<file path="src/hdl/mapper_irq_timer_and_bank_regs_top_macros.svh">
// Assertion macros shared by the mapper IRQ timer block.
// Included by files that carry concurrent assertions; no other dependencies.
`ifndef MAPPER_IRQ_TIMER_AND_BANK_REGS_TOP_MACROS_SVH
`define MAPPER_IRQ_TIMER_AND_BANK_REGS_TOP_MACROS_SVH
`ifndef NO_ASSERTIONS
`define MITB_ASSERT_IMPLIES(label, clk, rst, ante, cons, msg) \
  label: assert property (@(posedge clk) disable iff (rst) (ante) |-> (cons)) \
    else $error(msg);
`define MITB_ASSERT_NEXT(label, clk, rst, ante, cons, msg) \
  label: assert property (@(posedge clk) disable iff (rst) (ante) |=> (cons)) \
    else $error(msg);
`else
`define MITB_ASSERT_IMPLIES(label, clk, rst, ante, cons, msg)
`define MITB_ASSERT_NEXT(label, clk, rst, ante, cons, msg)
`endif
`endif

</file>
<file path="src/hdl/mitb_pkg.sv">
// Shared types and constants for the mapper IRQ timer and bank register block.
// No dependencies.
package mitb_pkg;

  localparam logic [15:0] ADDR_CTRL     = 16'h4032;
  localparam logic [15:0] ADDR_LATCH_LO = 16'h4034;
  localparam logic [15:0] ADDR_LATCH_HI = 16'h4035;
  localparam logic [15:0] ADDR_BANK_LO  = 16'h4040;

  localparam int CNT_W   = 18;
  localparam int LATCH_W = 16;

  // Classified operation codes
  localparam logic [2:0] OP_NONE     = 3'd0;
  localparam logic [2:0] OP_CTRL     = 3'd1;
  localparam logic [2:0] OP_LATCH_LO = 3'd2;
  localparam logic [2:0] OP_LATCH_HI = 3'd3;
  localparam logic [2:0] OP_BANK     = 3'd4;
  localparam logic [2:0] OP_TICK     = 3'd5;

  // Control register bits
  localparam int CTRL_REPEAT_BIT = 0;
  localparam int CTRL_ENABLE_BIT = 1;

  typedef struct packed {
    logic        cmd;
    logic [15:0] bus_address;
    logic [7:0]  write_data;
    logic [7:0]  tick_cycles;
  } req_word_t;

  typedef struct packed {
    logic       irq_line;
    logic       bank_update;
    logic [2:0] bank_slot;
    logic [6:0] bank_number;
  } rsp_word_t;

  // Decoded op: data is the write byte, or the tick length for OP_TICK
  typedef struct packed {
    logic [2:0] kind;
    logic [2:0] slot;
    logic [7:0] data;
  } op_t;

endpackage

</file>
<file path="src/hdl/mitb_front.sv">
// Front end: accepts request words, decodes address/command into an op.
// Depends on mitb_pkg.
module mitb_front (
  input  logic               clk,
  input  logic               rst,
  input  logic               req_valid,
  output logic               req_ready,
  input  mitb_pkg::req_word_t req,
  output logic               op_valid,
  input  logic               op_ready,
  output mitb_pkg::op_t      op
);
  import mitb_pkg::*;

  op_t  op_dec;
  logic valid;

  always_comb begin
    op_dec.slot = req.bus_address[2:0];
    op_dec.data = req.write_data;
    if (req.cmd) begin
      op_dec.kind = OP_TICK;
      op_dec.data = req.tick_cycles;
    end else if (req.bus_address == ADDR_CTRL) begin
      op_dec.kind = OP_CTRL;
    end else if (req.bus_address == ADDR_LATCH_LO) begin
      op_dec.kind = OP_LATCH_LO;
    end else if (req.bus_address == ADDR_LATCH_HI) begin
      op_dec.kind = OP_LATCH_HI;
    end else if (req.bus_address[15:3] == ADDR_BANK_LO[15:3]) begin
      op_dec.kind = OP_BANK;
    end else begin
      op_dec.kind = OP_NONE;
    end
  end

  assign req_ready = !valid || op_ready;
  assign op_valid  = valid;

  always_ff @(posedge clk) begin
    if (rst) begin
      valid <= 1'b0;
    end else if (req_ready) begin
      valid <= req_valid;
    end
  end

  always_ff @(posedge clk) begin
    if (req_ready && req_valid) begin
      op <= op_dec;
    end
  end

endmodule

</file>
<file path="src/hdl/mitb_queue.sv">
// Two-entry op queue between decode and execute.
// Depends on mitb_pkg and the assertion macro header.
`include "mapper_irq_timer_and_bank_regs_top_macros.svh"
module mitb_queue (
  input  logic          clk,
  input  logic          rst,
  input  logic          push_valid,
  output logic          push_ready,
  input  mitb_pkg::op_t push_op,
  output logic          pop_valid,
  input  logic          pop_ready,
  output mitb_pkg::op_t pop_op
);
  import mitb_pkg::*;

  op_t        slots [2];
  logic       head;
  logic       tail;
  logic [1:0] count;
  logic       push;
  logic       pop;

  assign push_ready = (count != 2'd2);
  assign pop_valid  = (count != 2'd0);
  assign pop_op     = slots[head];
  assign push       = push_valid && push_ready;
  assign pop        = pop_valid && pop_ready;

  always_ff @(posedge clk) begin
    if (rst) begin
      head  <= 1'b0;
      tail  <= 1'b0;
      count <= 2'd0;
    end else begin
      if (push) tail <= ~tail;
      if (pop)  head <= ~head;
      case ({push, pop})
        2'b10:   count <= count + 2'd1;
        2'b01:   count <= count - 2'd1;
        default: count <= count;
      endcase
    end
  end

  always_ff @(posedge clk) begin
    if (push) begin
      slots[tail] <= push_op;
    end
  end

  `MITB_ASSERT_IMPLIES(a_q_bound, clk, rst, 1'b1, count <= 2'd2, "queue overfilled")

endmodule

</file>
<file path="src/hdl/mitb_exec.sv">
// Back end: timer state, reload latch and bank report; registered response.
// Depends on mitb_pkg and the assertion macro header.
`include "mapper_irq_timer_and_bank_regs_top_macros.svh"
module mitb_exec (
  input  logic               clk,
  input  logic               rst,
  input  logic               op_valid,
  output logic               op_ready,
  input  mitb_pkg::op_t      op,
  output logic               rsp_valid,
  input  logic               rsp_ready,
  output mitb_pkg::rsp_word_t rsp
);
  import mitb_pkg::*;

  logic [LATCH_W-1:0]     latch, latch_next;
  logic signed [CNT_W-1:0] ctr, ctr_next;
  logic                   enabled, enabled_next;
  logic                   repeat_on, repeat_on_next;
  logic                   occurred, occurred_next;
  logic                   irq_level, irq_level_next;
  logic                   out_valid;
  rsp_word_t              rsp_next;
  logic                   pop;

  logic signed [CNT_W:0]   diff;
  logic signed [CNT_W-1:0] sat;
  logic                    expired;
  logic signed [CNT_W-1:0] reloaded;
  logic signed [CNT_W-1:0] latch_ext;

  // assertion helpers
  logic                    ctrl_en_pop;
  logic                    tick_pop;
  logic                    rsp_irq_ok;

  assign op_ready  = !out_valid || rsp_ready;
  assign pop       = op_valid && op_ready;
  assign rsp_valid = out_valid;
  assign latch_ext = $signed({{(CNT_W-LATCH_W){1'b0}}, latch});

  // Tick datapath: subtract, clamp at negative bound, test, add latch
  always_comb begin
    diff = {ctr[CNT_W-1], ctr} - $signed({{(CNT_W-7){1'b0}}, op.data});
    if (diff[CNT_W] && !diff[CNT_W-1]) begin
      sat = {1'b1, {(CNT_W-1){1'b0}}};
    end else begin
      sat = diff[CNT_W-1:0];
    end
    expired  = sat[CNT_W-1] || (sat == '0);
    reloaded = sat + latch_ext;
  end

  always_comb begin
    latch_next     = latch;
    ctr_next       = ctr;
    enabled_next   = enabled;
    repeat_on_next = repeat_on;
    occurred_next  = occurred;
    irq_level_next = irq_level;
    rsp_next       = '0;
    case (op.kind)
      OP_CTRL: begin
        repeat_on_next = op.data[CTRL_REPEAT_BIT];
        enabled_next   = op.data[CTRL_ENABLE_BIT];
        occurred_next  = 1'b0;
        if (op.data[CTRL_ENABLE_BIT]) begin
          ctr_next = latch_ext;
        end else begin
          irq_level_next = 1'b0;
        end
      end
      OP_LATCH_LO: latch_next = {latch[15:8], op.data};
      OP_LATCH_HI: latch_next = {op.data, latch[7:0]};
      OP_BANK: begin
        rsp_next.bank_update = 1'b1;
        rsp_next.bank_slot   = op.slot;
        rsp_next.bank_number = op.data[6:0];
      end
      OP_TICK: begin
        if (enabled) begin
          ctr_next = expired ? reloaded : sat;
          if (expired && !occurred) begin
            occurred_next  = 1'b1;
            irq_level_next = 1'b1;
            if (!repeat_on) enabled_next = 1'b0;
          end
        end
      end
      default: ;
    endcase
    rsp_next.irq_line = irq_level_next;
  end

  always_ff @(posedge clk) begin
    if (rst) begin
      latch     <= '0;
      ctr       <= '0;
      enabled   <= 1'b0;
      repeat_on <= 1'b0;
      occurred  <= 1'b0;
      irq_level <= 1'b0;
      out_valid <= 1'b0;
    end else begin
      if (op_ready) out_valid <= op_valid;
      if (pop) begin
        latch     <= latch_next;
        ctr       <= ctr_next;
        enabled   <= enabled_next;
        repeat_on <= repeat_on_next;
        occurred  <= occurred_next;
        irq_level <= irq_level_next;
      end
    end
  end

  always_ff @(posedge clk) begin
    if (pop) rsp <= rsp_next;
  end

  assign ctrl_en_pop = pop && (op.kind == OP_CTRL) && op.data[CTRL_ENABLE_BIT];
  assign tick_pop    = pop && (op.kind == OP_TICK);
  assign rsp_irq_ok  = (rsp.irq_line == irq_level);

  `MITB_ASSERT_NEXT(a_ctrl_load, clk, rst, ctrl_en_pop, ctr == latch_ext, "counter not loaded")
  `MITB_ASSERT_IMPLIES(a_irq_src, clk, rst, $rose(irq_level), $past(tick_pop), "stray irq raise")
  `MITB_ASSERT_NEXT(a_pop_rsp, clk, rst, pop, out_valid && rsp_irq_ok, "no response after pop")

endmodule

</file>
<file path="src/hdl/mapper_irq_timer_and_bank_regs_top.sv">
// rsp_valid rises after an accepted request word passes the decode register, a queue
// slot and the execute/response register, in that order; one word per cycle sustained
// while rsp_ready is held high, since a response stall holds the execute stage.
// Throughput is set by the execute stage, which does one subtract/clamp/add per word.
// Reset (rst, synchronous, active high) clears latch, counter, mode bits, IRQ level
// and all valid flags; the block is ready as soon as reset is released.
// Depends on mitb_pkg, mitb_front, mitb_queue, mitb_exec.
module mapper_irq_timer_and_bank_regs_top (
  input  logic                clk,
  input  logic                rst,
  input  logic                req_valid,
  output logic                req_ready,
  input  mitb_pkg::req_word_t req,
  output logic                rsp_valid,
  input  logic                rsp_ready,
  output mitb_pkg::rsp_word_t rsp
);
  import mitb_pkg::*;

  // decode -> queue
  logic dec_valid;
  logic dec_ready;
  op_t  dec_op;

  // queue -> execute
  logic ex_valid;
  logic ex_ready;
  op_t  ex_op;

  // Front: registers one decoded op; accepts while its slot is free or draining
  mitb_front u_front (
    .clk       (clk),
    .rst       (rst),
    .req_valid (req_valid),
    .req_ready (req_ready),
    .req       (req),
    .op_valid  (dec_valid),
    .op_ready  (dec_ready),
    .op        (dec_op)
  );

  // Two-entry queue lets decode keep taking words while the response stalls
  mitb_queue u_queue (
    .clk        (clk),
    .rst        (rst),
    .push_valid (dec_valid),
    .push_ready (dec_ready),
    .push_op    (dec_op),
    .pop_valid  (ex_valid),
    .pop_ready  (ex_ready),
    .pop_op     (ex_op)
  );

  // Back: timer/latch state and the response register
  mitb_exec u_exec (
    .clk       (clk),
    .rst       (rst),
    .op_valid  (ex_valid),
    .op_ready  (ex_ready),
    .op        (ex_op),
    .rsp_valid (rsp_valid),
    .rsp_ready (rsp_ready),
    .rsp       (rsp)
  );

endmodule
</file>
<file path="config.mk">
export PLATFORM = sky130hd
export DESIGN_NAME = mapper_irq_timer_and_bank_regs_top
export DESIGN_NICKNAME = d
export VERILOG_FILES = /design/src/hdl/mitb_pkg.sv /design/src/hdl/mitb_front.sv /design/src/hdl/mitb_queue.sv /design/src/hdl/mitb_exec.sv /design/src/hdl/mapper_irq_timer_and_bank_regs_top.sv
export VERILOG_INCLUDE_DIRS = /design/src /design/src/hdl
export SDC_FILE = /design/constraint.sdc
export NUM_CORES = 1
export LEC_CHECK = 0
export BUFFER_PORTS_ARGS = -buffer_cell sky130_fd_sc_hd__buf_4
export CAP_MARGIN = 20
export CORE_UTILIZATION = 62
export CTS_BUF_LIST = sky130_fd_sc_hd__clkbuf_4 sky130_fd_sc_hd__clkbuf_8
export CTS_CLUSTER_SIZE = 8
export DETAILED_ROUTE_END_ITERATION = 12
export GPL_TIMING_DRIVEN = 0
export PLACE_DENSITY = 0.87
export RECOVER_POWER = 50
export SLEW_MARGIN = 10
export SYNTH_ARGS = -nofsm -noshare
export SYNTH_HDL_FRONTEND = slang
export SYNTH_SLANG_ARGS = --single-unit
</file>
<file path="constraint.sdc">
create_clock -name clk -period 6.2 [get_ports clk]
set_clock_uncertainty 0.2 [all_clocks]
set_input_delay 0.31 -clock clk [delete_from_list [all_inputs] [get_ports clk]]
set_output_delay 0.31 -clock clk [all_outputs]
set_load 0.05 [all_outputs]
</file>
==> flow_summary.yaml <==
setup_path:
  cp.required_ps: 6240
  critPathLaunchType: "flop"
  reg2reg_slack_ps: 450
  path_class: "reg2reg"
  cp_slowest_cell: "fa_1"
  path_cells: "buf_4 > mux2i_2 > inv_1 > ha_1 > inv_1 > fa_1 > a211oi_2 > o211ai_2 > a221oi_1 > o21ba_2 > buf_2 > buf_2 > nor2_1 > ha_1 > a22oi_1 > nand2_1 > o22ai_1 > or2_2 > o21ai_1 > and3_1 > o41ai_2 > xnor2_1 > o22ai_1"
  cp_slowest_stage_delay_ps: 430
  worstReg2RegEnd: "u_exec.ctr[15]"
  critPathArrivalTime_ps: 5790
  r2r_cells: 23
  setup.worst_path.end: "u_exec.ctr[15]"
  end_kind: "flop"
  path_max_fanout: 10
timing:
  setup_violations: 0
  slew_headroom_pct: 42.0
  min_period_over_period_pct: 92.7
  worstMarginPinSlew_ps: 846
  hold_viol: 0
  slew_viol_final: 0
  fmax_mhz: 174
  setup_slack_ps: 450
  rsz0062_at_grt: "false"
  finalCriticalPeriod_ps: 5750
status:
  violations: "design-rule violations"
  status: "complete, but fails checks"
power:
  p_per_area_nw_per_um2: 426
  power.static_leakage_nw: 2.47
  peakVddDrop_mv: 0.289
global_routing:
  grt_pass1_wl_um: 24400
  grt_util_all_layers_pct: 32.6
  antenna_found_initial: 0
  grt_pass1_vias: 4904
  grt_overflow_total: 0
  grt_max_degree: 19
final_layout:
  area_growth_pct: 11.9
  drive_gt1_share_pct: 13.3
  stdcell_area_um2: 6400
  layout.nets: 714
  antenna_cells: 0
drt:
  via_per_inst: 6.43
  wl_per_cell_um: 19.3
  ant_nets: 0
  drt_pre_antenna_iters: 9
  routed.top_layer: "met4"
  wl_met2_um: 7160
  wl_met3_um: 1010
  totalWireLength_um: 14700
  m1WireLength_um: 6290
  drc: 2
  vias: 4910
  drt-initial-drc-count: 502
yosys:
  synth_seq_cells: 99
  yosys.area.top_type: "edfxtp_1"
  ys_types: 68
  yosys-mux-area-fraction_pct: 5.83
  synth_xor_area_share_pct: 4.28
  synthSimpleGateAreaFrac_pct: 18.1
  syn-num-nets: 650
  syn_area_per_cell_um2: 9.75
  synthAdderAreaFrac_pct: 5.81
  synthDominantCellAreaShare_pct: 28.3
  synth_common_cells: "nor2_1, edfxtp_1, dfxtp_1, a21oi_1"
  synth_top_family_by_area: "compound AO/OA/AOI/OAI gates"
  yosys-top-cells-area: "edfxtp_1, dfxtp_1, nor2_1"
  synth_compound_area_share_pct: 18.6
  syn_inst: 587
  synth_area_um2: 5730
  async_flop_share_pct: 0
  yosysMostFrequentCell: "nor2_1"
  ys_seq_area_share_pct: 44.1
  synthFlopType: "edfxtp_1"
  yosys_warnings: 0
  synth_edf_count: 54
clock_network:
  clockRootBuffer: "clkbuf_8"
  clockBufferDepth: 2
  cts_tree: "done"
  clk_latency_ps: 370
  cts.sinks: 99
  cts_buffers: 9
  cts_max_level: 3
  postCtsSetupRepairBufs: 0
  clkSlewWorstSetupHoldPaths_ps: 100
worst_hold_path:
  holdCritPathClass: "in2reg"
floorplan:
  core_area_um2: 8850
  ios: 51
  start_util_pct: 64.7
  die_y_um: 98.1
  dieArea_um2: 9620
  die_w_um: 98.1
  fp-row-count: 34
placed_design:
  place_congestion: 0.982
  io_buffers: 49
  placed_cell_area_um2: 6240
  pre_cts_ws_ps: -587
  dp_hpwl_um: 11200
job:
  max-cap-violations: 0
critical path: cells and delay by family (launching register included):
family          cells  cell delay, ps
compound gates      9            2080
fa+ha+maj           3            1020
buf+inv             5             940
simple gates        4             600
flops               1             420
mux                 1             190
xor+xnor            1             160
power by group:
group | switching [mW] | internal (mW)
Clock | 0.237 | 0.159
Sequential | 0.0616 | 0.800
Combinational | 0.927 | 0.545
Total | 1.22 | 1.50
cell usage in the layout (no fill, tap or decap), drive strengths merged, types with 3 or more instances in the layout:
master / synthesis / routed
nand2: 25 / 25
nor3: 22 / 22
o31ai: 8 / 8
xor2: 8 / 8
dlygate4sd3: 0 / 4
and3: 4 / 4
xnor2: 20 / 20
nand2b: 9 / 9
mux2: 11 / 11
clkbuf: 20 / 48
o21a: 5 / 5
a21oi: 32 / 32
o22ai: 4 / 4
a211o: 5 / 5
nor4: 6 / 6
edfxtp: 54 / 54
o211ai: 5 / 5
a21o: 10 / 10
a211oi: 25 / 25
ha: 25 / 25
buf: 9 / 40
nor2b: 7 / 7
a31oi: 10 / 10
o21ai: 19 / 19
and2: 3 / 3
nor2: 89 / 89
a311oi: 3 / 3
mux2i: 21 / 21
nand4: 4 / 4
or3: 11 / 11
inv: 16 / 21
nand3: 15 / 15
dfxtp: 45 / 45
nand3b: 5 / 5
o21bai: 3 / 3
registers in the layout (all words and copies together), names as in the netlist, named ones only:
register	flops
u_queue.slots	28
u_exec.ctr	18
u_exec.latch	16
u_front.op	14
u_exec.rsp	12
u_queue.count	2
u_exec.enabled	1
u_exec.irq_level	1
u_exec.occurred	1
u_exec.repeat_on	1
u_exec.rsp_valid	1
u_front.op_valid	1
u_queue.head	1
u_queue.tail	1
per-stage QoR:
step           std cells  util [%]  hold slack, ps  total power, mW  setup TNS (ps)
2_1_floorplan        587         -             209             1.97               0
3_3_place_gp         744      70.4             225             2.29           -1330
3_5_place_dp         745      70.5             234             2.33           -3310
4_1_cts              765      73.1            17.2             2.73               0
5_1_grt              764      72.4            33.1             2.89               0
6_report             764      72.4            27.6             2.73               0
layer usage:
layer / up-vias / GRT usage (%)
li1: 2315 / -
met1: 2366 / 42.9
met2: 202 / 54.8
met3: 27 / 6.01
met4: 0 / 9.91
met5: - / 0
cells by family (layout without fill, tap and decap cells):
logic type	count (synthesis)	in the layout
flip-flops	99	99
XOR/XNOR	28	28
AO/OA/AOI/OAI	147	147
buffers and inverters	45	114
adder cells (fa/ha/maj)	26	26
multiplexers	32	32
AND/OR/NAND/NOR	210	210
how the worst min path moves through the flow:
stage	from	end	slack [ps]	depth (start not counted)
after floorplan	req[18]	u_front.op[10]	210	0
after global routing	req[8]	u_front.op[0]	30	2
after detailed placement	u_front.op[2]	u_queue.slots[1][2]	230	0
after CTS	rst	u_exec.ctr[17]	20	3
after global placement	u_front.op[6]	u_queue.slots[0][6]	230	0
final	rsp_ready	u_exec.rsp_valid	30	3
cell type report:
cell class                 count  area (µm²)
timing repair buffer          54         348
inverter                      16        60.1
fill                         662        2440
clock buffer                  10         131
clock inverter                 6        53.8
sequential                    99        2520
buffer                        28         133
multi-input combinational    443        3020
tap                          108         135
what timing repair did:
item | CTS | global route
resized for setup | 3 | 4
hold buffers | 4 | 0
endpoints found under the setup margin | 10 | 10
hold endpoints to repair | 4 | 0
Power figures use the tool's default switching activity.
